===== src/rtl/core/lsfx_pkg.sv =====
// Shared types, constants and lookup functions of the LED strip effect engine.
// Depends on nothing; imported by lsfx_div, lsfx_front, lsfx_back and the top level.
package lsfx_pkg;

  localparam int unsigned LenW = 7;
  localparam int unsigned IdxW = 6;
  localparam int unsigned ScW  = 9;
  localparam int unsigned DdW  = 10;
  localparam int unsigned DvW  = 8;

  localparam logic [2:0] MODE_OFF   = 3'd0;
  localparam logic [2:0] MODE_ALL   = 3'd1;
  localparam logic [2:0] MODE_CHASE = 3'd2;
  localparam logic [2:0] MODE_FLASH = 3'd3;
  localparam logic [2:0] MODE_HEART = 3'd4;
  localparam logic [2:0] MODE_TRAIL = 3'd5;

  localparam logic [1:0] REG_MODE   = 2'd0;
  localparam logic [1:0] REG_PIXELS = 2'd1;
  localparam logic [1:0] REG_FORE   = 2'd2;
  localparam logic [1:0] REG_BACK   = 2'd3;

  localparam logic [ScW-1:0] DEG_FULL = 9'd360;
  localparam logic [ScW-1:0] DEG_HALF = 9'd180;
  localparam logic [ScW-1:0] DEG_QTR  = 9'd90;
  localparam logic [ScW:0]   HB_STEP  = 10'd10;
  localparam logic [9:0]     LVL_MAX  = 10'd1023;

  typedef enum logic [2:0] {
    K_BLACK,
    K_FORE,
    K_CHASE,
    K_FLASH,
    K_HEART,
    K_TRAIL,
    K_NONE
  } kind_e;

  typedef struct packed {
    kind_e           kind;
    logic            restart;
    logic [LenW-1:0] len;
  } cmd_t;

  typedef struct packed {
    logic [IdxW-1:0] pixel_index;
    logic [7:0]      red;
    logic [7:0]      green;
    logic [7:0]      blue;
    logic            led_valid;
    logic [9:0]      led_level;
    logic            last;
  } res_t;

  localparam logic [7:0] GAMMA_LUT [16] = '{
    8'd0, 8'd1, 8'd2, 8'd6, 8'd12, 8'd20, 8'd31, 8'd44,
    8'd60, 8'd79, 8'd100, 8'd125, 8'd153, 8'd183, 8'd218, 8'd255
  };

  // 255 / gamma, entry 0 never used
  localparam logic [7:0] DIM_LUT [16] = '{
    8'd255, 8'd255, 8'd127, 8'd42, 8'd21, 8'd12, 8'd8, 8'd5,
    8'd4, 8'd3, 8'd2, 8'd2, 8'd1, 8'd1, 8'd1, 8'd1
  };

  // smallest angle in degrees at which 15*sin reaches k
  localparam logic [6:0] DUTY_ANGLE [16] = '{
    7'd0, 7'd4, 7'd8, 7'd12, 7'd16, 7'd20, 7'd24, 7'd28,
    7'd33, 7'd37, 7'd42, 7'd48, 7'd54, 7'd61, 7'd69, 7'd90
  };

  function automatic logic [3:0] heart_duty(input logic [ScW-1:0] sc);
    logic [ScW-1:0] a;
    logic [3:0]     d;
    a = (sc >= DEG_FULL) ? sc - DEG_FULL : sc;
    d = '0;
    if (a != '0 && a < DEG_HALF) begin
      if (a > DEG_QTR) begin
        a = DEG_HALF - a;
      end
      for (int k = 1; k < 16; k++) begin
        if (a >= {2'b00, DUTY_ANGLE[k]}) begin
          d = 4'(k);
        end
      end
    end
    return d;
  endfunction

endpackage


===== src/rtl/core/lsfx_fifo.sv =====
// Two-entry first-word-fall-through queue used for commands and results.
// Depends on nothing.
module lsfx_fifo #(
  parameter int unsigned WIDTH = 8
) (
  input  logic             clk_i,
  input  logic             rst_ni,
  input  logic             push_i,
  input  logic [WIDTH-1:0] wdata_i,
  output logic             full_o,
  input  logic             pop_i,
  output logic [WIDTH-1:0] rdata_o,
  output logic             empty_o
);

  logic [WIDTH-1:0] mem_q [2];
  logic [1:0]       cnt_q, cnt_d;
  logic             wr_q, rd_q;
  logic             do_push, do_pop;

  assign full_o  = (cnt_q == 2'd2);
  assign empty_o = (cnt_q == 2'd0);
  assign do_push = push_i && !full_o;
  assign do_pop  = pop_i && !empty_o;
  assign rdata_o = mem_q[rd_q];

  always_comb begin
    cnt_d = cnt_q;
    if (do_push && !do_pop) begin
      cnt_d = cnt_q + 2'd1;
    end else if (do_pop && !do_push) begin
      cnt_d = cnt_q - 2'd1;
    end
  end

  always_ff @(posedge clk_i or negedge rst_ni) begin
    if (!rst_ni) begin
      cnt_q <= '0;
      wr_q  <= 1'b0;
      rd_q  <= 1'b0;
    end else begin
      cnt_q <= cnt_d;
      if (do_push) begin
        wr_q <= !wr_q;
      end
      if (do_pop) begin
        rd_q <= !rd_q;
      end
    end
  end

  always_ff @(posedge clk_i) begin
    if (do_push) begin
      mem_q[wr_q] <= wdata_i;
    end
  end

endmodule


===== src/rtl/core/lsfx_div.sv =====
// Iterative restoring divider, one quotient bit per cycle.
// Depends on lsfx_pkg for operand widths.
module lsfx_div import lsfx_pkg::*; (
  input  logic           clk_i,
  input  logic           rst_ni,
  input  logic           start_i,
  input  logic [DdW-1:0] dividend_i,
  input  logic [DvW-1:0] divisor_i,
  output logic           done_o,
  output logic [DdW-1:0] quot_o,
  output logic [DvW-1:0] rem_o
);

  localparam logic [3:0] Steps = 4'(DdW);

  logic [DdW-1:0] quo_q;
  logic [DvW-1:0] rem_q, dvs_q;
  logic [3:0]     cnt_q;
  logic           done_q;
  logic [DvW:0]   trial, diff;
  logic           ge;

  assign trial  = {rem_q, quo_q[DdW-1]};
  assign ge     = trial >= {1'b0, dvs_q};
  assign diff   = trial - {1'b0, dvs_q};
  assign done_o = done_q;
  assign quot_o = quo_q;
  assign rem_o  = rem_q;

  always_ff @(posedge clk_i or negedge rst_ni) begin
    if (!rst_ni) begin
      cnt_q  <= '0;
      done_q <= 1'b0;
    end else begin
      done_q <= 1'b0;
      if (start_i) begin
        cnt_q <= Steps;
      end else if (cnt_q != '0) begin
        cnt_q  <= cnt_q - 4'd1;
        done_q <= (cnt_q == 4'd1);
      end
    end
  end

  always_ff @(posedge clk_i) begin
    if (start_i) begin
      quo_q <= dividend_i;
      rem_q <= '0;
      dvs_q <= divisor_i;
    end else if (cnt_q != '0) begin
      rem_q <= ge ? diff[DvW-1:0] : trial[DvW-1:0];
      quo_q <= {quo_q[DdW-2:0], ge};
    end
  end

endmodule


===== src/rtl/core/lsfx_front.sv =====
// Front end: takes input transactions, classifies them by effect and strip length.
// Depends on lsfx_pkg and lsfx_fifo (command queue to the back end).
module lsfx_front import lsfx_pkg::*; #(
  parameter int unsigned MAX_PIXELS = 64
) (
  input  logic            clk_i,
  input  logic            rst_ni,
  input  logic            push_i,
  input  logic            restart_i,
  input  logic [2:0]      mode_i,
  input  logic [LenW-1:0] pixel_count_i,
  output logic            full_o,
  input  logic            cmd_pop_i,
  output cmd_t            cmd_o,
  output logic            cmd_empty_o
);

  localparam logic [LenW-1:0] MaxLen = LenW'(MAX_PIXELS);

  cmd_t cmd_in;
  cmd_t cmd_rd;

  always_comb begin
    cmd_in.restart = restart_i;
    if (pixel_count_i == '0) begin
      cmd_in.len = LenW'(1);
    end else if (pixel_count_i > MaxLen) begin
      cmd_in.len = MaxLen;
    end else begin
      cmd_in.len = pixel_count_i;
    end
    case (mode_i)
      MODE_OFF:   cmd_in.kind = K_BLACK;
      MODE_ALL:   cmd_in.kind = K_FORE;
      MODE_CHASE: cmd_in.kind = K_CHASE;
      MODE_FLASH: cmd_in.kind = K_FLASH;
      MODE_HEART: cmd_in.kind = K_HEART;
      MODE_TRAIL: cmd_in.kind = K_TRAIL;
      default:    cmd_in.kind = K_NONE;
    endcase
  end

  lsfx_fifo #(
    .WIDTH($bits(cmd_t))
  ) u_cmd_q (
    .clk_i   (clk_i),
    .rst_ni  (rst_ni),
    .push_i  (push_i),
    .wdata_i (cmd_in),
    .full_o  (full_o),
    .pop_i   (cmd_pop_i),
    .rdata_o (cmd_rd),
    .empty_o (cmd_empty_o)
  );

  assign cmd_o = cmd_rd;

endmodule


===== src/rtl/core/lsfx_back.sv =====
// Back end: sequencer that turns commands into pixel writes and keeps the step counter.
// Depends on lsfx_pkg and lsfx_div (shared modulo and dimming divider).
module lsfx_back import lsfx_pkg::*; (
  input  logic        clk_i,
  input  logic        rst_ni,
  input  cmd_t        cmd_i,
  input  logic        cmd_empty_i,
  output logic        cmd_pop_o,
  input  logic [23:0] fore_i,
  input  logic [23:0] back_i,
  output res_t        res_o,
  output logic        res_push_o,
  input  logic        res_full_i
);

  typedef enum logic [3:0] {
    S_IDLE,
    S_FILL,
    S_EMIT,
    S_DIVW,
    S_HB_CH,
    S_CH_MOD,
    S_CH_FG,
    S_TR_DIV,
    S_TR_EM,
    S_TR_MOD,
    S_TR_END
  } state_e;

  state_e          state_q, ret_q;
  logic [ScW-1:0]  sc_q, scw_q;
  logic [LenW-1:0] len_q;
  logic [IdxW-1:0] idx_q;
  logic [23:0]     col_q;
  logic            lv_q;
  logic [9:0]      lvl_q;
  res_t            res_q;
  logic [DdW-1:0]  acc_q;
  logic [2:0]      sub_q;
  logic [1:0]      chan_q;
  logic            div_start_q;
  logic [DdW-1:0]  div_a_q;
  logic [DvW-1:0]  div_b_q;

  logic            div_done;
  logic [DdW-1:0]  div_quot;
  logic [DvW-1:0]  div_rem;

  logic [ScW-1:0]  sc_e, sc_hb;
  logic [ScW:0]    hb_sum;
  logic [3:0]      hb_d;
  logic [7:0]      hb_gm;
  logic [LenW-1:0] nm1;
  logic            fill_last;
  res_t            fill_res;
  logic [23:0]     trail_col;

  lsfx_div u_div (
    .clk_i      (clk_i),
    .rst_ni     (rst_ni),
    .start_i    (div_start_q),
    .dividend_i (div_a_q),
    .divisor_i  (div_b_q),
    .done_o     (div_done),
    .quot_o     (div_quot),
    .rem_o      (div_rem)
  );

  assign cmd_pop_o = (state_q == S_IDLE) && !cmd_empty_i;
  assign sc_e      = cmd_i.restart ? '0 : sc_q;
  assign hb_d      = heart_duty(sc_e);
  assign hb_gm     = GAMMA_LUT[hb_d];
  assign hb_sum    = {1'b0, sc_e} + HB_STEP;
  assign sc_hb     = (hb_sum >= {1'b0, DEG_FULL}) ? ScW'(hb_sum - {1'b0, DEG_FULL})
                                                  : hb_sum[ScW-1:0];
  assign nm1       = len_q - LenW'(1);
  assign fill_last = ({1'b0, idx_q} == nm1);

  always_comb begin
    fill_res.pixel_index = idx_q;
    fill_res.red         = col_q[23:16];
    fill_res.green       = col_q[15:8];
    fill_res.blue        = col_q[7:0];
    fill_res.led_valid   = lv_q && (idx_q == '0);
    fill_res.led_level   = (idx_q == '0) ? lvl_q : '0;
    fill_res.last        = fill_last;
  end

  always_comb begin
    if (sub_q == 3'd4) begin
      trail_col = back_i;
    end else begin
      trail_col = {fore_i[23:16] >> sub_q[1:0], fore_i[15:8] >> sub_q[1:0],
                   fore_i[7:0] >> sub_q[1:0]};
    end
  end

  assign res_push_o = !res_full_i && (state_q == S_FILL || state_q == S_EMIT);
  assign res_o      = (state_q == S_FILL) ? fill_res : res_q;

  always_ff @(posedge clk_i or negedge rst_ni) begin
    if (!rst_ni) begin
      state_q     <= S_IDLE;
      ret_q       <= S_IDLE;
      sc_q        <= '0;
      scw_q       <= '0;
      len_q       <= LenW'(1);
      idx_q       <= '0;
      col_q       <= '0;
      lv_q        <= 1'b0;
      lvl_q       <= '0;
      res_q       <= '0;
      acc_q       <= '0;
      sub_q       <= '0;
      chan_q      <= '0;
      div_start_q <= 1'b0;
      div_a_q     <= '0;
      div_b_q     <= DvW'(1);
    end else begin
      div_start_q <= 1'b0;
      case (state_q)
        S_IDLE: begin
          if (!cmd_empty_i) begin
            len_q <= cmd_i.len;
            idx_q <= '0;
            lv_q  <= 1'b0;
            lvl_q <= '0;
            case (cmd_i.kind)
              K_BLACK: begin
                col_q   <= '0;
                sc_q    <= sc_e;
                state_q <= S_FILL;
              end
              K_FORE: begin
                col_q   <= fore_i;
                sc_q    <= sc_e;
                state_q <= S_FILL;
              end
              K_FLASH: begin
                col_q   <= sc_e[0] ? fore_i : back_i;
                sc_q    <= sc_e + ScW'(1);
                state_q <= S_FILL;
              end
              K_HEART: begin
                sc_q <= sc_hb;
                if (hb_d != '0) begin
                  lv_q        <= 1'b1;
                  lvl_q       <= LVL_MAX - {hb_gm, 2'b00};
                  chan_q      <= '0;
                  div_a_q     <= {2'b00, fore_i[23:16]};
                  div_b_q     <= DIM_LUT[hb_d];
                  div_start_q <= 1'b1;
                  ret_q       <= S_HB_CH;
                  state_q     <= S_DIVW;
                end
              end
              K_CHASE: begin
                scw_q <= sc_e;
                if (sc_e < {2'b00, cmd_i.len}) begin
                  res_q.pixel_index <= sc_e[IdxW-1:0];
                  res_q.red         <= back_i[23:16];
                  res_q.green       <= back_i[15:8];
                  res_q.blue        <= back_i[7:0];
                  res_q.led_valid   <= 1'b0;
                  res_q.led_level   <= '0;
                  res_q.last        <= 1'b0;
                  ret_q             <= S_CH_MOD;
                  state_q           <= S_EMIT;
                end else begin
                  state_q <= S_CH_MOD;
                end
              end
              K_TRAIL: begin
                scw_q   <= sc_e;
                acc_q   <= {1'b0, sc_e};
                sub_q   <= '0;
                state_q <= S_TR_DIV;
              end
              default: begin
                sc_q <= sc_e;
              end
            endcase
          end
        end
        S_FILL: begin
          if (!res_full_i) begin
            if (fill_last) begin
              state_q <= S_IDLE;
            end else begin
              idx_q <= idx_q + IdxW'(1);
            end
          end
        end
        S_EMIT: begin
          if (!res_full_i) begin
            state_q <= ret_q;
          end
        end
        S_DIVW: begin
          if (div_done) begin
            state_q <= ret_q;
          end
        end
        S_HB_CH: begin
          case (chan_q)
            2'd0: begin
              col_q[23:16] <= div_quot[7:0];
              div_a_q      <= {2'b00, fore_i[15:8]};
              div_start_q  <= 1'b1;
              chan_q       <= 2'd1;
              state_q      <= S_DIVW;
            end
            2'd1: begin
              col_q[15:8] <= div_quot[7:0];
              div_a_q     <= {2'b00, fore_i[7:0]};
              div_start_q <= 1'b1;
              chan_q      <= 2'd2;
              state_q     <= S_DIVW;
            end
            2'd2: begin
              col_q[7:0] <= div_quot[7:0];
              state_q    <= S_FILL;
            end
            default: begin
              state_q <= S_IDLE;
            end
          endcase
        end
        S_CH_MOD: begin
          div_a_q     <= {1'b0, scw_q} + DdW'(1);
          div_b_q     <= {1'b0, len_q};
          div_start_q <= 1'b1;
          ret_q       <= S_CH_FG;
          state_q     <= S_DIVW;
        end
        S_CH_FG: begin
          sc_q              <= {3'b000, div_rem[IdxW-1:0]};
          res_q.pixel_index <= div_rem[IdxW-1:0];
          res_q.red         <= fore_i[23:16];
          res_q.green       <= fore_i[15:8];
          res_q.blue        <= fore_i[7:0];
          res_q.led_valid   <= 1'b0;
          res_q.led_level   <= '0;
          res_q.last        <= 1'b1;
          ret_q             <= S_IDLE;
          state_q           <= S_EMIT;
        end
        S_TR_DIV: begin
          div_a_q     <= acc_q;
          div_b_q     <= {1'b0, len_q};
          div_start_q <= 1'b1;
          ret_q       <= S_TR_EM;
          state_q     <= S_DIVW;
        end
        S_TR_EM: begin
          res_q.pixel_index <= div_rem[IdxW-1:0];
          res_q.red         <= trail_col[23:16];
          res_q.green       <= trail_col[15:8];
          res_q.blue        <= trail_col[7:0];
          res_q.led_valid   <= 1'b0;
          res_q.led_level   <= '0;
          res_q.last        <= (sub_q == 3'd4);
          acc_q             <= acc_q + {3'b000, nm1};
          sub_q             <= sub_q + 3'd1;
          ret_q             <= (sub_q == 3'd4) ? S_TR_MOD : S_TR_DIV;
          state_q           <= S_EMIT;
        end
        S_TR_MOD: begin
          div_a_q     <= {1'b0, scw_q} + DdW'(1);
          div_b_q     <= {1'b0, len_q};
          div_start_q <= 1'b1;
          ret_q       <= S_TR_END;
          state_q     <= S_DIVW;
        end
        S_TR_END: begin
          sc_q    <= {3'b000, div_rem[IdxW-1:0]};
          state_q <= S_IDLE;
        end
        default: begin
          state_q <= S_IDLE;
        end
      endcase
    end
  end

endmodule


===== src/rtl/core/led_strip_effect_engine_top.sv =====
// LED strip effect engine top level: configuration registers, front end, back end
// and result queue. Depends on lsfx_pkg, lsfx_front, lsfx_back and lsfx_fifo.
// Chase, trail and heartbeat steps use the shared 10-step divider; the back end takes the next
// queued command only once the previous step is finished. Reset is asynchronous, clears control.
module led_strip_effect_engine_top import lsfx_pkg::*; #(
  parameter int unsigned MAX_PIXELS = 64
) (
  input  logic        clk_i,
  input  logic        rst_ni,
  input  logic        push,
  input  logic        restart_i,
  output logic        full,
  output logic        empty,
  input  logic        pop,
  output logic [5:0]  pixel_index_o,
  output logic [7:0]  red_o,
  output logic [7:0]  green_o,
  output logic [7:0]  blue_o,
  output logic        led_valid_o,
  output logic [9:0]  led_level_o,
  output logic        last_o,
  input  logic        cfg_valid_i,
  output logic        cfg_ready_o,
  input  logic [1:0]  cfg_index_i,
  input  logic [23:0] cfg_data_i
);

  logic [2:0]      mode_q;
  logic [LenW-1:0] pixels_q;
  logic [23:0]     fore_q, back_q;

  cmd_t cmd;
  logic cmd_empty, cmd_pop;
  res_t res_in, res_out;
  logic res_push, res_full;

  assign cfg_ready_o = 1'b1;

  always_ff @(posedge clk_i or negedge rst_ni) begin
    if (!rst_ni) begin
      mode_q   <= MODE_OFF;
      pixels_q <= LenW'(16);
      fore_q   <= '0;
      back_q   <= '0;
    end else if (cfg_valid_i) begin
      case (cfg_index_i)
        REG_MODE:   mode_q   <= cfg_data_i[2:0];
        REG_PIXELS: pixels_q <= cfg_data_i[LenW-1:0];
        REG_FORE:   fore_q   <= cfg_data_i;
        REG_BACK:   back_q   <= cfg_data_i;
        default:    mode_q   <= mode_q;
      endcase
    end
  end

  lsfx_front #(
    .MAX_PIXELS(MAX_PIXELS)
  ) u_front (
    .clk_i         (clk_i),
    .rst_ni        (rst_ni),
    .push_i        (push),
    .restart_i     (restart_i),
    .mode_i        (mode_q),
    .pixel_count_i (pixels_q),
    .full_o        (full),
    .cmd_pop_i     (cmd_pop),
    .cmd_o         (cmd),
    .cmd_empty_o   (cmd_empty)
  );

  lsfx_back u_back (
    .clk_i       (clk_i),
    .rst_ni      (rst_ni),
    .cmd_i       (cmd),
    .cmd_empty_i (cmd_empty),
    .cmd_pop_o   (cmd_pop),
    .fore_i      (fore_q),
    .back_i      (back_q),
    .res_o       (res_in),
    .res_push_o  (res_push),
    .res_full_i  (res_full)
  );

  lsfx_fifo #(
    .WIDTH($bits(res_t))
  ) u_res_q (
    .clk_i   (clk_i),
    .rst_ni  (rst_ni),
    .push_i  (res_push),
    .wdata_i (res_in),
    .full_o  (res_full),
    .pop_i   (pop),
    .rdata_o (res_out),
    .empty_o (empty)
  );

  assign pixel_index_o = res_out.pixel_index;
  assign red_o         = res_out.red;
  assign green_o       = res_out.green;
  assign blue_o        = res_out.blue;
  assign led_valid_o   = res_out.led_valid;
  assign led_level_o   = res_out.led_level;
  assign last_o        = res_out.last;

endmodule


===== config.mk =====
export PLATFORM = sky130hd
export DESIGN_NAME = led_strip_effect_engine_top
export DESIGN_NICKNAME = d
export VERILOG_FILES = /design/src/rtl/core/lsfx_pkg.sv /design/src/rtl/core/lsfx_fifo.sv /design/src/rtl/core/lsfx_div.sv /design/src/rtl/core/lsfx_front.sv /design/src/rtl/core/lsfx_back.sv /design/src/rtl/core/led_strip_effect_engine_top.sv
export SDC_FILE = /design/constraint.sdc
export NUM_CORES = 1
export LEC_CHECK = 0
export BUFFER_PORTS_ARGS = -buffer_cell sky130_fd_sc_hd__buf_4
export CAP_MARGIN = 20
export CORE_AREA = 2 2 191 193
export CTS_BUF_LIST = sky130_fd_sc_hd__clkbuf_4
export CTS_CLUSTER_DIAMETER = 100
export DETAILED_ROUTE_END_ITERATION = 6
export DIE_AREA = 0 0 193 195
export PLACE_DENSITY = 0.79
export SETUP_SLACK_MARGIN = 0.05
export SYNTH_ARGS = -nofsm -noshare
export SYNTH_HDL_FRONTEND = slang
export SYNTH_HIERARCHICAL = 1
export SYNTH_SLANG_ARGS = --single-unit
export TNS_END_PERCENT = 5

===== constraint.sdc =====
create_clock -name clk_i -period 9.78 [get_ports clk_i]
set_input_delay 0.489 -clock clk_i [delete_from_list [all_inputs] [get_ports clk_i]]
set_output_delay 0.489 -clock clk_i [all_outputs]
set_load 0.05 [all_outputs]

-- Yosys cells after proc, flatten, opt, wreduce, memory -nomap -nowiden
Memory sizes are Yosys's and may differ from the RTL's.
Index checks and enable logic that the tools add are counted.
- register bits after elaboration: 247
- memory bits (writable): 106
- bits in read-only memories: 256
- bits of input ports: 32
- word-level logic and storage cells: 319
- memories: 4
- add/sub/neg operators: 17
- order comparisons: 23
- eq/ne operators: 51
- shift operators: 3
- mux-type cells: 107
- bitwise operators: 2
- reductions and logical operators: 73
- memory list (name ; depth ; width ; read ports ; clocked after memory_dff ; wr ports ; line ; text):
    (name not given) ; 16 ; 8 ; 1 ; 0 ; 0 ; lsfx_back.sv:151 ; div_b_q <= DIM_LUT[hb_d];
    (name not given) ; 16 ; 8 ; 1 ; 0 ; 0 ; lsfx_back.sv:72 ; assign hb_gm = GAMMA_LUT[hb_d];
    u_res_q.mem_q ; 2 ; 42 ; 1 ; 0 ; 1 ; lsfx_fifo.sv:16 ; logic [WIDTH-1:0] mem_q [2];
    u_front.u_cmd_q.mem_q ; 2 ; 11 ; 1 ; 0 ; 1 ; lsfx_fifo.sv:16 ;
- operator list (kind ; number):
    $mux 42 ; 4
    $pmux 42 s3 ; 1
    $mux 10 ; 10
    $mux 8 ; 11
    $mux 4 ; 21
    $mux 24 ; 3
    $pmux 24 s3 ; 1
    $ge 9x6->1 const B ; 6
    $mux 9 ; 6
    $pmux 24 s2 ; 1
    $pmux 10 s2 ; 2
    $pmux 10 s4 ; 1
    $ge 9x5->1 const B ; 4
    $pmux 4 s7 ; 1
    $pmux 9 s3 ; 1
    $ne 2x2->1 const B ; 13
    $pmux 4 s6 ; 1
    $reduce_and 4->1 ; 6
    $shr 8x2->8 ; 3
    $mux 3 ; 7
    $ge 9x4->1 const B ; 2
    $ge 9x7->1 const B ; 2
    $mux 2 ; 9
    $mux 6 ; 3
    70 further kinds ; 157

-- Logic depth before layout (Yosys ltp)
Gate-level depths: netlist (run 1).
An unclocked memory read counts as a cell.
- depth after elaboration: 32
- gate-level depth with buffers: 24
- mapped depth without buffers: 21

-- Hierarchy
The synthesis (run 1) kept the hierarchy.
- by module, submodules not included (module ; instances ; cells each ; area an instance (um^2) ; sequential area each (um^2)):
    lsfx_back ; 1 ; 1296 ; 10566.4 ; 3430.8
    lsfx_fifo at u_res_q ; 1 ; 150 ; 3429.5 ; 2622.5
    led_strip_effect_engine_top ; 1 ; 126 ; 2185.8 ; 1452.6
    lsfx_div ; 1 ; 172 ; 1814.2 ; 825.8
    lsfx_fifo at u_front.u_cmd_q ; 1 ; 53 ; 991.0 ; 760.7
    lsfx_front ; 1 ; 12 ; 78.8 ; 0.0

-- Least setup slack after synthesis (run 1)
Ideal clock, no wire load.
- path type: register to register
- start point: register u_front.u_cmd_q.rd_q
- end point: register u_back.div_a_q[7]
- library setup time: 0.144 ns
- arrival time: 5.043 ns
- required time: 9.636 ns
- slack: 4.594 ns
- stages on the path, launching flop included: 24
- path buffers: 3
- clock period less this slack: 5.186 ns
- cell sequence: dfrtp_1 > buf_4 > mux2_1 > buf_2 > clkinv_1 > nand2_1 > inv_1 > ha_1 > nor2b_1 > a211oi_1 > o211ai_1 > a211oi_1 > o221ai_1 > o211a_1 > a2111oi_0 > o31ai_1 > nand2_1 > nand2_1 > ha_1 > o2111ai_1 > nand4_2 > o211ai_4 > buf_2 > a41oi_1
- RTL lines (what ; line ; text):
    start: declaration ; lsfx_fifo.sv:18 ; logic wr_q, rd_q;
    start signal: assignment ; lsfx_fifo.sv:47 ; rd_q <= !rd_q;
    end signal: assignment ; lsfx_back.sv:150 ; div_a_q <= {2'b00, fore_i[23:16]};
    end signal: assignment ; lsfx_back.sv:208 ; div_a_q <= {2'b00, fore_i[15:8]};
    end signal: assignment ; lsfx_back.sv:215 ; div_a_q <= {2'b00, fore_i[7:0]};
    end: declaration ; lsfx_back.sv:42 ; logic [DdW-1:0] div_a_q;

==> impl_metrics.json, run 1 <==
{
  "drtPass1Iterations": 7,
  "io_buffers": 75,
  "finish.net_count": 2003,
  "hold_class": "in -> reg",
  "clockPowerShare": 0.172,
  "status": "finished, violations left",
  "switching_share": 0.4437,
  "finalMaxSlewViolations": 0,
  "path_max_fanout": 24,
  "cp_data_arrival_time_ps": 7840,
  "cp-end-kind": "flip-flop",
  "ys_types": 105,
  "grt_pass1_wl_mm": 78.87,
  "worst-slew-pin-transition_ps": 1024,
  "p_comb_frac": 0.476,
  "syn-cell-area_sq_um": 19070,
  "area_growth_pct": 11.89,
  "yosys_warnings": 6,
  "core_area_sq_um": 35400,
  "routedWlPerCell_um": 20.34,
  "antenna_found_initial": 1,
  "dp_hpwl_mm": 36.10,
  "required_ps": 10360,
  "pwr-share-seq": 0.352,
  "tns_ps": 0,
  "rows": 69,
  "insertion_delay_ps": 790,
  "drive_above_1_share": 0.2198,
  "path_delay_family": "compound AO/OA/AOI/OAI gates",
  "synth.largest_area_cell": "dfrtp_1",
  "crit_chain": "mux2_1 > clkinv_1 > nand2_1 > inv_1 > ha_1 > nor2b_1 > a211oi_1 > o211ai_1 > a211oi_1 > o221ai_1 > o211a_1 > a2111oi_0 > o31ai_1 > nand2_1 > nand2_1 > ha_1 > o2111ai_1 > nand4_2 > o211ai_4 > a41oi_1",
  "powerDensity_nw_per_um2": 341.0,
  "syn-num-nets": 1891,
  "vias": 15020,
  "ir_worst_vdd_uv": 217.0,
  "p_int_mw": 4.047,
  "leakagePower_nw": 9.107,
  "synth_flop_cell": "dfrtp_1",
  "async_flop_share": 0.6118,
  "cts_tree": "yes",
  "fp.dieW_um": 193,
  "ctsResizeCount": 0,
  "met1_usage": 0.3891,
  "slew_headroom": 0.3172,
  "slowest_delay_ps": 720,
  "setup_viol": 0,
  "skew_ps": 62.25,
  "ios": 77,
  "switchingPower_mw": 3.228,
  "cpMaxStageDelayCell": "mux2_1",
  "synthTopCellsByArea": "dfrtp_1, edfxtp_1, mux2_2, nand2_1, ha_1",
  "cts-buffers-inserted": 87,
  "drtIter0Drc": 1632,
  "synth-edff-count": 124,
  "met2_usage": 0.3940,
  "place_inst": 2264,
  "dieHeight_um": 195,
  "gr-usage-met3": 0.06488,
  "post-route-min-period_ps": 7253,
  "die_area_sq_um": 37640,
  "ys_seq_area_frac": 0.4769,
  "gp_congestion": 0.9671,
  "cts.sinks": 340,
  "synth_commonest_cells": "nand2_1, dfrtp_1, edfxtp_1",
  "clk_pin_slew_ps": 70,
  "cts_max_level": 3,
  "clock_path_buffers": 3,
  "synth_top_area_share": 0.2691,
  "grt_pass1_vias": 14420,
  "criticalPathCategory": "reg -> reg",
  "viasPerCell": 6.117,
  "syn_avg_cell_area_sq_um": 10.54,
  "path_common_cell": "nand2_1",
  "startpoint_type": "flip-flop",
  "cts_root_buffer": "clkbuf_4",
  "violations": "DRC",
  "busiest_layer": "met2",
  "synth.most_common_cell": "nand2_1",
  "fillerInstances": 2887,
  "synthCells": 1809,
  "ant_nets": 0,
  "fmax_mhz": 137.9,
  "stdcell_count": 2455,
  "finalCritPeriodShare": 0.7417,
  "power.total_mw": 7.275,
  "dpl-instance-area_sq_um": 19850,
  "wl_mm": 49.93,
  "hold_viol_final": 0,
  "initial_utilization": 0.5386,
  "maxCapViolations": 0,
  "fin_util": 0.6027,
  "route.detailed.drc": 4,
  "synth_seq_cells": 340,
  "grt_usage": 0.2676,
  "overflow": 0,
  "grt_setup_unrepaired": "no",
  "crit_buf_inv": 2,
  "design_area_sq_um": 21330,
  "grt_max_degree": 84
}
-- layout make-up --
class | instances | area [sq um] | area share
Sequential cell | 340 | 9094 | 0.4263
Multi-Input combinational cell | 1305 | 9228 | 0.4326
Tap cell | 461 | 576.8 | 0.02704
Clock buffer | 138 | 1036 | 0.04856
Clock inverter | 23 | 132.6 | 0.006217
Timing Repair Buffer | 124 | 1027 | 0.04815
Antenna cell | 1 | 2.502 | 0.0001173
Inverter | 63 | 236.5 | 0.01109
-- flip-flops by register name, indices dropped and copies added, names as in the netlist, 10 cells and up --
name and cells:
back_q 24, fore_q 24, u_back/acc_q 10, u_back/col_q 24
u_back/div_a_q 10, u_back/res_q 31, u_back/u_div/quot_o 10, u_front/u_cmd_q/mem_q 22
u_res_q/mem_q 84
-- kinds of logic after synthesis --
kind of cell	Yosys count	synth area share
AND/OR/NAND/NOR	556	0.1368
AO/OA/AOI/OAI	470	0.1779
multiplexers	175	0.1099
XOR/XNOR	53	0.02435
adder cells (fa/ha/maj)	50	0.03360
other	1	0.0001967
flip-flops	340	0.4769
buffers and inverters	164	0.04029
-- power by group through the flow --
stage / clock [mW] / sequential, mW / combinational, mW
6_report: 1.25 / 2.56 / 3.47
5_1_grt: 1.35 / 2.61 / 3.76
4_1_cts: 1.28 / 2.54 / 3.43
3_5_place_dp: 0 / 2.57 / 3.40
3_3_place_gp: 0 / 2.54 / 3.33
2_1_floorplan: 0 / 2.34 / 2.71
-- metrics by stage --
stage / worst slack, ps / hold WS [ps]
after floorplan: 4594 / 193.4
after global placement: 3036 / 435.4
after detailed placement: 2671 / 443.9
after CTS: 2672 / 85.70
after global routing: 1882 / 123.0
final: 2527 / 139.8
-- placed cells by master (no fill, tap or decap), drive strengths merged, types with 11 or more instances in the layout --
cell,instances
a22o,35
or3,14
a211oi,18
nor2,107
and2,18
o211ai,16
edfxtp,124
inv,63
nand2b,28
nand3,42
a21o,19
nor3,28
dfrtp,205
mux2i,20
clkinv,21
clkbuf,139
a311oi,13
xor2,22
nand2,242
xnor2,31
ha,48
nand4,12
dlygate4sd3,28
buf,95
mux2,155
a21oi,64
o21ai,130
o22ai,11
nor2b,19
a22oi,51
a31oi,14
-- metal layers --
| metal | wire [um] | share of wire | up-vias |
|---|---|---|---|
| met2 | 22260 | 0.45 | 704 |
| met1 | 21980 | 0.44 | 7301 |
| met5 | 0 | 0 | - |
| met4 | 1055 | 0.021 | 0 |
| li1 | - | - | 6928 |
| met3 | 4637 | 0.093 | 84 |
-- path summary, 6_finish.rpt --
check | slack (ps) | from | end | cells past startpoint
worst min-delay path | 140 | cfg_index_i[0] | mode_q[1]$_DFFE_PN0P_ | 3
worst min register to register | 450 | u_back/div_b_q[5]$_DFFE_PN0P_ | u_back/u_div/dvs_q[5]$_DFFE_PP_ | 0
worst max-delay path | 2530 | u_front/u_cmd_q/rd_q$_DFFE_PN0P_ | u_back/div_a_q[5]$_DFFE_PN0P_ | 20
min in group asynchronous | 250 | rst_ni | u_back/sc_q[8]$_DFFE_PN0P_ | 2
worst max register to register | 2530 | u_front/u_cmd_q/rd_q$_DFFE_PN0P_ | u_back/div_a_q[5]$_DFFE_PN0P_ | 20
max in group asynchronous | 8280 | rst_ni | back_q[16]$_DFFE_PN0P_ | 3
-- repair_timing --
item / 4_1_cts / 5_1_grt
hold endpoints to repair: 117 / 0
hold buffers: 28 / 0
setup buffers: 0 / 0
-- worst register-to-register path, cell delays in order (launching register included) --
cell and delay, ps:
dfrtp_1 660, mux2_1 720, clkinv_1 480, nand2_1 480, inv_1 240, ha_1 270, nor2b_1 140, a211oi_1 320
o211ai_1 270, a211oi_1 360, o221ai_1 250, o211a_1 270, a2111oi_0 430, o31ai_1 210, nand2_1 160, nand2_1 110
ha_1 340, o2111ai_1 190, nand4_2 520, o211ai_4 490, a41oi_1 180
Note: power is estimated with default switching activity, not from simulation.
==> run 2: changes to the inputs <==
--- a/config.mk
+++ b/config.mk
@@ -5,6 +5,7 @@
 export SDC_FILE = /design/constraint.sdc
 export NUM_CORES = 1
 export LEC_CHECK = 0
+export ABC_AREA = 1
 export BUFFER_PORTS_ARGS = -buffer_cell sky130_fd_sc_hd__buf_4
 export CAP_MARGIN = 20
 export CORE_AREA = 2 2 191 193
@@ -12,7 +13,7 @@
 export CTS_CLUSTER_DIAMETER = 100
 export DETAILED_ROUTE_END_ITERATION = 6
 export DIE_AREA = 0 0 193 195
-export PLACE_DENSITY = 0.79
+export PLACE_DENSITY = 0.81
 export SETUP_SLACK_MARGIN = 0.05
 export SYNTH_ARGS = -nofsm -noshare
 export SYNTH_HDL_FRONTEND = slang
==> constraint.sdc (replaced) <==
create_clock -name clk_i -period 6.46 [get_ports clk_i]
set_input_delay 0.323 -clock clk_i [delete_from_list [all_inputs] [get_ports clk_i]]
set_output_delay 0.323 -clock clk_i [all_outputs]
set_load 0.05 [all_outputs]
==> run 2 against run 1 <==
- the run now ends clean
- maximum frequency grew 42%
- flip-flop and latch count is the same
- setup slack lost 1200 ps
- final cell count is 20% higher
- register-to-register slack got worse by 1200 ps
- global-route usage up 1.1 points
- synthesized area down 0.85%
- clock skew is 7.1 ps lower
- largest power group unchanged
==> impl_metrics.json, run 2 <==
{
  "finalMaxSlewViolations": 0,
  "clk_pin_slew_ps": 70,
  "drtIter0Drc": 1484,
  "initial_utilization": 0.5340,
  "cts_setup_buffers": 0,
  "viasPerCell": 5.728,
  "fmax_mhz": 196.4,
  "cts.sinks": 340,
  "cp_data_arrival_time_ps": 5750,
  "endpoint": "u_back/div_b_q[5]$_DFFE_PN0P_",
  "synth_top_family_by_area": "simple AND/OR/NAND/NOR gates",
  "cts_tree": "yes",
  "synth_top_area_share": 0.2714,
  "largest_register": "u_res_q/mem_q",
  "syn-cell-area_sq_um": 18900,
  "largest_reg_flops": 84,
  "powerDensity_nw_per_um2": 571.6,
  "synth_seq_cells": 340,
  "cp-startpoint": "u_front/u_cmd_q/rd_q$_DFFE_PN0P_",
  "worst-slew-pin-transition_ps": 1029,
  "layout_commonest_cell": "nand2_1",
  "maxCapViolations": 0,
  "path_max_fanout": 16,
  "overflow": 0,
  "route.detailed.drc": 0,
  "cts_root_buffer": "clkbuf_4",
  "top_regs": "u_res_q/mem_q: 84 flops, u_back/res_q: 31 flops",
  "yosys_warnings": 6,
  "reg2reg_depth": 31,
  "synth.largest_area_cell": "dfrtp_1",
  "cts_max_level": 3,
  "criticalPathCategory": "reg -> reg",
  "synth_commonest_cells": "nand2_1, inv_1, dfrtp_1",
  "path_common_cell": "nand2_1",
  "ys_types": 67,
  "async_flop_share": 0.6118,
  "syn_avg_cell_area_sq_um": 8.201,
  "area_growth_pct": 11.70,
  "required_ps": 7120,
  "ant_nets": 0,
  "r2r-start": "u_front/u_cmd_q/rd_q$_DFFE_PN0P_",
  "mostFrequentLayoutCells": "nand2_1, inv_1, dfrtp_1, o21ai_0, clkbuf_4",
  "synthTopCellsByArea": "dfrtp_1, edfxtp_1, nand2_1, inv_1, o21ai_0",
  "synth-edff-count": 124,
  "core_area_sq_um": 35400,
  "vias": 16900,
  "synth_fa_ha_area_frac": 0.03389,
  "ys_seq_area_frac": 0.4810,
  "r2r_end": "u_back/div_b_q[5]$_DFFE_PN0P_",
  "tns_ps": 0,
  "dieHeight_um": 195,
  "fp.dieW_um": 193,
  "power.total_mw": 12.07,
  "finalCritPeriodShare": 0.7882,
  "grt_setup_unrepaired": "no",
  "gp_congestion": 1.013,
  "synthCells": 2305,
  "antenna_found_initial": 1,
  "drive_above_1_share": 0.1382,
  "cpMaxStageDelayCell": "dfrtp_1",
  "leakagePower_nw": 9.991,
  "cts-buffers-inserted": 89,
  "synth.most_common_cell": "nand2_1",
  "post-route-min-period_ps": 5092,
  "skew_ps": 55.17,
  "dp_hpwl_mm": 37.77,
  "grt_pass1_vias": 15710,
  "muxShareOfSynthArea": 0,
  "grt_max_degree": 79,
  "slew_headroom": 0.3138,
  "ctsResizeCount": 0,
  "synth_compound_area_frac": 0.1307,
  "grt_usage": 0.2788,
  "die_area_sq_um": 37640,
  "r2r_slack_ps": 1370,
  "grt_pass1_wl_mm": 82.50,
  "wl_mm": 52.06,
  "rows": 69,
  "finish.net_count": 2503,
  "startpoint_type": "flip-flop",
  "clock_path_buffers": 3,
  "fillerInstances": 3079,
  "setup_viol": 0,
  "io_buffers": 75,
  "ir_worst_vdd_uv": 414.9,
  "status": "complete, no violations",
  "fin_util": 0.5965,
  "ios": 77,
  "slowest_delay_ps": 560,
  "cp-end-kind": "flip-flop",
  "synth-simple-area-share": 0.2529,
  "routedWlPerCell_um": 17.64,
  "drtPass1Iterations": 6,
  "synthXorXnorAreaFrac": 0.01483,
  "hold_viol_final": 0,
  "synth_flop_cell": "dfrtp_1",
  "syn-num-nets": 2387,
  "insertion_delay_ps": 780,
  "hold_class": "in -> reg"
}
==> run 2: worst min path at each step <==
| stage | slack [ps] | endpoint | cells past startpoint | startpoint |
|---|---|---|---|---|
| floorplan | 30 | back_q[0]$_DFFE_PN0P_ | 0 | rst_ni |
| global placement | 350 | u_back/col_q[3]$_DFFE_PN0P_ | 1 | rst_ni |
| detailed placement | 360 | u_back/col_q[2]$_DFFE_PN0P_ | 1 | rst_ni |
| CTS | 0.2 | back_q[0]$_DFFE_PN0P_ | 3 | cfg_index_i[0] |
| global route | 50 | back_q[21]$_DFFE_PN0P_ | 3 | cfg_index_i[0] |
| finish | 80 | back_q[5]$_DFFE_PN0P_ | 3 | cfg_index_i[0] |
==> run 2: metrics by stage <==
stage | std cells | hold slack [ps] | setup slack, ps | cell area, sq um
floorplan | 2305 | 27.41 | 2520 | 18900
global placement | 2760 | 352.6 | 1687 | 19650
detailed placement | 2760 | 361.3 | 1434 | 19650
CTS | 2948 | 0.2006 | 1461 | 21080
global route | 2951 | 47.09 | 819.4 | 21120
finish | 2951 | 75.40 | 1368 | 21120
==> run 2: cell families after synthesis <==
family,count (synthesis)
DFF,340
AOI/OAI and AO/OA,408
buffers and inverters,386
other,1
xor gates and xnor gates,32
and+or+nand+nor,1088
adders and majority gates,50
==> run 2: repair_timing <==
item,in CTS,in global routing
endpoints found under the setup margin,0,0
hold endpoints to repair,130,0
hold buffers,29,0
==> run 2: final cells by class <==
class	count	area [sq um]	share of cell area
multi-input combinational	1579	8198	0.3882
sequential	340	9092	0.4306
timing repair buffer	120	999.7	0.04735
antenna	1	2.502	0.0001185
tap	461	576.8	0.02732
clock buffer	140	1051	0.04977
clock inverter	19	90.09	0.004266
inverter	291	1105	0.05232
==> run 2: power breakdown <==
part | leakage (nW) | switching [mW] | internal (mW)
Combinational | 5.41 | 4.55 | 1.97
Sequential | 3.90 | 0.507 | 3.18
Clock | 0.683 | 0.877 | 0.982
==> run 2: metal layers <==
| layer | vias to the layer above | GRT usage | part of all wire |
|---|---|---|---|
| met1 | 7957 | 0.4041 | 0.43 |
| li1 | 7948 | - | - |
| met4 | 0 | 0.1125 | 0.035 |
| met2 | 852 | 0.4048 | 0.43 |
| met5 | - | 0 | 0 |
| met3 | 145 | 0.06344 | 0.098 |
==> run 2: critical path: cells and delay by family, from the launching register on <==
kind / cells / cell delay, ps
compound gates: 3 / 370
fa+ha+maj: 2 / 590
buf+inv: 3 / 800
flops: 1 / 560
simple gates: 23 / 2670
==> run 3: changes to the inputs <==
==> constraint.sdc (replaced) <==
create_clock -name clk_i -period 4.1 [get_ports clk_i]
set_input_delay 0.205 -clock clk_i [delete_from_list [all_inputs] [get_ports clk_i]]
set_output_delay 0.205 -clock clk_i [all_outputs]
set_load 0.05 [all_outputs]
==> run 3 against run 2 <==
- critical path depth increased by 1
- total power up 64%
- die area stayed put
- clock skew shrank 19 ps
- flip-flop and latch count unchanged
- utilization increased by 1.7 points
- via count rose by 0.89%
- final cell count increased by 1.8%
- first-iteration DRC count grew 23%
- combinational power is 68% higher
- global-route usage grew 0.54 points
- clock power increased by 62%
==> impl_metrics.json, run 3 (synthesis gave the netlist of run 2 again) <==
{
  "ir_worst_vdd_uv": 695.6,
  "leakagePower_nw": 10.23,
  "fp.dieW_um": 193,
  "gp_congestion": 0.9711,
  "vias": 17050,
  "path_delay_family": "simple AND/OR/NAND/NOR gates",
  "fillerInstances": 3076,
  "cp-end-kind": "flip-flop",
  "setup_viol": 0,
  "grt_usage": 0.2842,
  "core_area_sq_um": 35400,
  "top_regs": "u_res_q/mem_q: 84 flops, u_back/res_q: 31 flops",
  "cts-buffers-inserted": 88,
  "wl_mm": 53.21,
  "layout_commonest_cell": "nand2_1",
  "dieHeight_um": 195,
  "seq_area_sq_um": 9092,
  "clock_path_buffers": 3,
  "fmax_mhz": 262.2,
  "area_growth_pct": 14.85,
  "multi_input_area_sq_um": 8310,
  "slew_headroom": 0.3639,
  "cts_tree": "yes",
  "post-route-min-period_ps": 3814,
  "antenna_found_initial": 1,
  "insertion_delay_ps": 780,
  "slowest_delay_ps": 390,
  "grt_max_degree": 110,
  "largest_register": "u_res_q/mem_q",
  "power.total_mw": 19.81,
  "ios": 77,
  "grt_pass1_vias": 16030,
  "path_common_cell": "nand2_1",
  "overflow": 0,
  "io_buffers": 75,
  "cts_max_level": 3,
  "die_area_sq_um": 37640,
  "status": "complete, no violations",
  "cts.sinks": 340,
  "dp_hpwl_mm": 38.02,
  "cts_root_buffer": "clkbuf_4",
  "routedWlPerCell_um": 17.72,
  "viasPerCell": 5.678,
  "mostFrequentLayoutCells": "nand2_1, inv_1, dfrtp_1, o21ai_0, clkbuf_4",
  "route.detailed.drc": 0,
  "powerDensity_nw_per_um2": 912.5,
  "initial_utilization": 0.5340,
  "drtPass1Iterations": 6,
  "criticalPathCategory": "reg -> reg",
  "largest_reg_flops": 84,
  "hold_class": "in -> async",
  "hold_viol_final": 0,
  "required_ps": 4800,
  "rows": 69,
  "startpoint_type": "flip-flop",
  "drive_above_1_share": 0.1551,
  "crit_buf_inv": 4,
  "cpMaxStageDelayCell": "dfrtp_1",
  "place_inst": 2791,
  "finalMaxSlewViolations": 0,
  "maxCapViolations": 0,
  "grt_pass1_wl_mm": 84.24,
  "stdcell_count": 3003,
  "skew_ps": 36.15,
  "path_max_fanout": 11,
  "clk_pin_slew_ps": 60,
  "finish.net_count": 2553,
  "ant_nets": 0,
  "finalCritPeriodShare": 0.9304,
  "worst-slew-pin-transition_ps": 954.1,
  "cp_data_arrival_time_ps": 4520,
  "drtIter0Drc": 1824
}
## run 3: cell types whose count changed in the layout (fill, tap and decap cells not counted), moves of 3 or more
cell,previous run,this run
buf_12,0,3
buf_4,88,122
clkbuf_4,141,136
clkinv_1,14,19
dlygate4sd3_1,29,45
inv_1,272,269
nand2_1,681,674
nand2_2,28,32
## run 3: final timing paths
check / from / endpoint / slack (ps) / cells after the start
max in group asynchronous: rst_ni / pixels_q[4]$_DFFE_PN1P_ / 3010 / 3
min in group clk_i: restart_i / u_front/u_cmd_q/mem_q[1][7]$_DFFE_PP_ / 180 / 2
setup / recovery: u_front/u_cmd_q/rd_q$_DFFE_PN0P_ / u_back/lvl_q[3]$_DFFE_PN0P_ / 290 / 32
setup reg to reg: u_front/u_cmd_q/rd_q$_DFFE_PN0P_ / u_back/lvl_q[3]$_DFFE_PN0P_ / 290 / 32
hold / removal: rst_ni / u_back/res_q[31]$_DFFE_PN0P_ / 110 / 2
hold reg to reg: u_back/div_b_q[3]$_DFFE_PN0P_ / u_back/u_div/dvs_q[3]$_DFFE_PP_ / 450 / 0
## run 3: metal layers
layer,global-route usage,wire length [um],vias up
li1,-,-,8061
met1,0.4098,22660,8011
met2,0.4260,23650,859
met3,0.05985,5443,121
met4,0.09877,1454,0
met5,0,0,-
## run 3: worst reg2reg max path: cells and delay by family (launching register included)
| family | cells | cell delay, ps |
|---|---|---|
| compound gates | 2 | 260 |
| fa+ha+maj | 1 | 170 |
| buf+inv | 4 | 560 |
| flops | 1 | 390 |
| simple gates | 25 | 2400 |
## run 3: final cells by class
class	instances	area share
well taps	461	0.02657
flip-flops and latches	340	0.4188
clock inverters	24	0.007377
inverters	291	0.05100
multi-input cells	1579	0.3828
diodes	1	0.0001153
clock buffers	136	0.04703
repair buffers	171	0.06633
## run 3: metrics by stage
stage,setup TNS [ps],area (sq um),hold WS [ps],setup slack (ps),util
2_1_floorplan,0,18900,-90.59,159.9,-
6_report,0,21710,114.2,285.5,0.6134
4_1_cts,0,21550,86.15,97.28,0.6088
3_5_place_dp,0,19920,384.0,14.49,0.5627
5_1_grt,-14.17,21710,149.2,-14.17,0.6134
3_3_place_gp,0,19920,367.8,193.8,0.5627
## run 3: power by group
group	switching [mW]	total (mW)	internal [mW]
registers	0.776	5.78	5.00
logic	7.49	11.0	3.52
clock network	1.39	3.02	1.64
total	9.65	19.8	10.2
## run 3: repair_timing
action,CTS,global route
hold buffers,45,0
endpoints found under the setup margin,6,39
pin swaps,0,9
hold endpoints to repair,171,0
buffers inserted,0,6
resized for setup,1,28
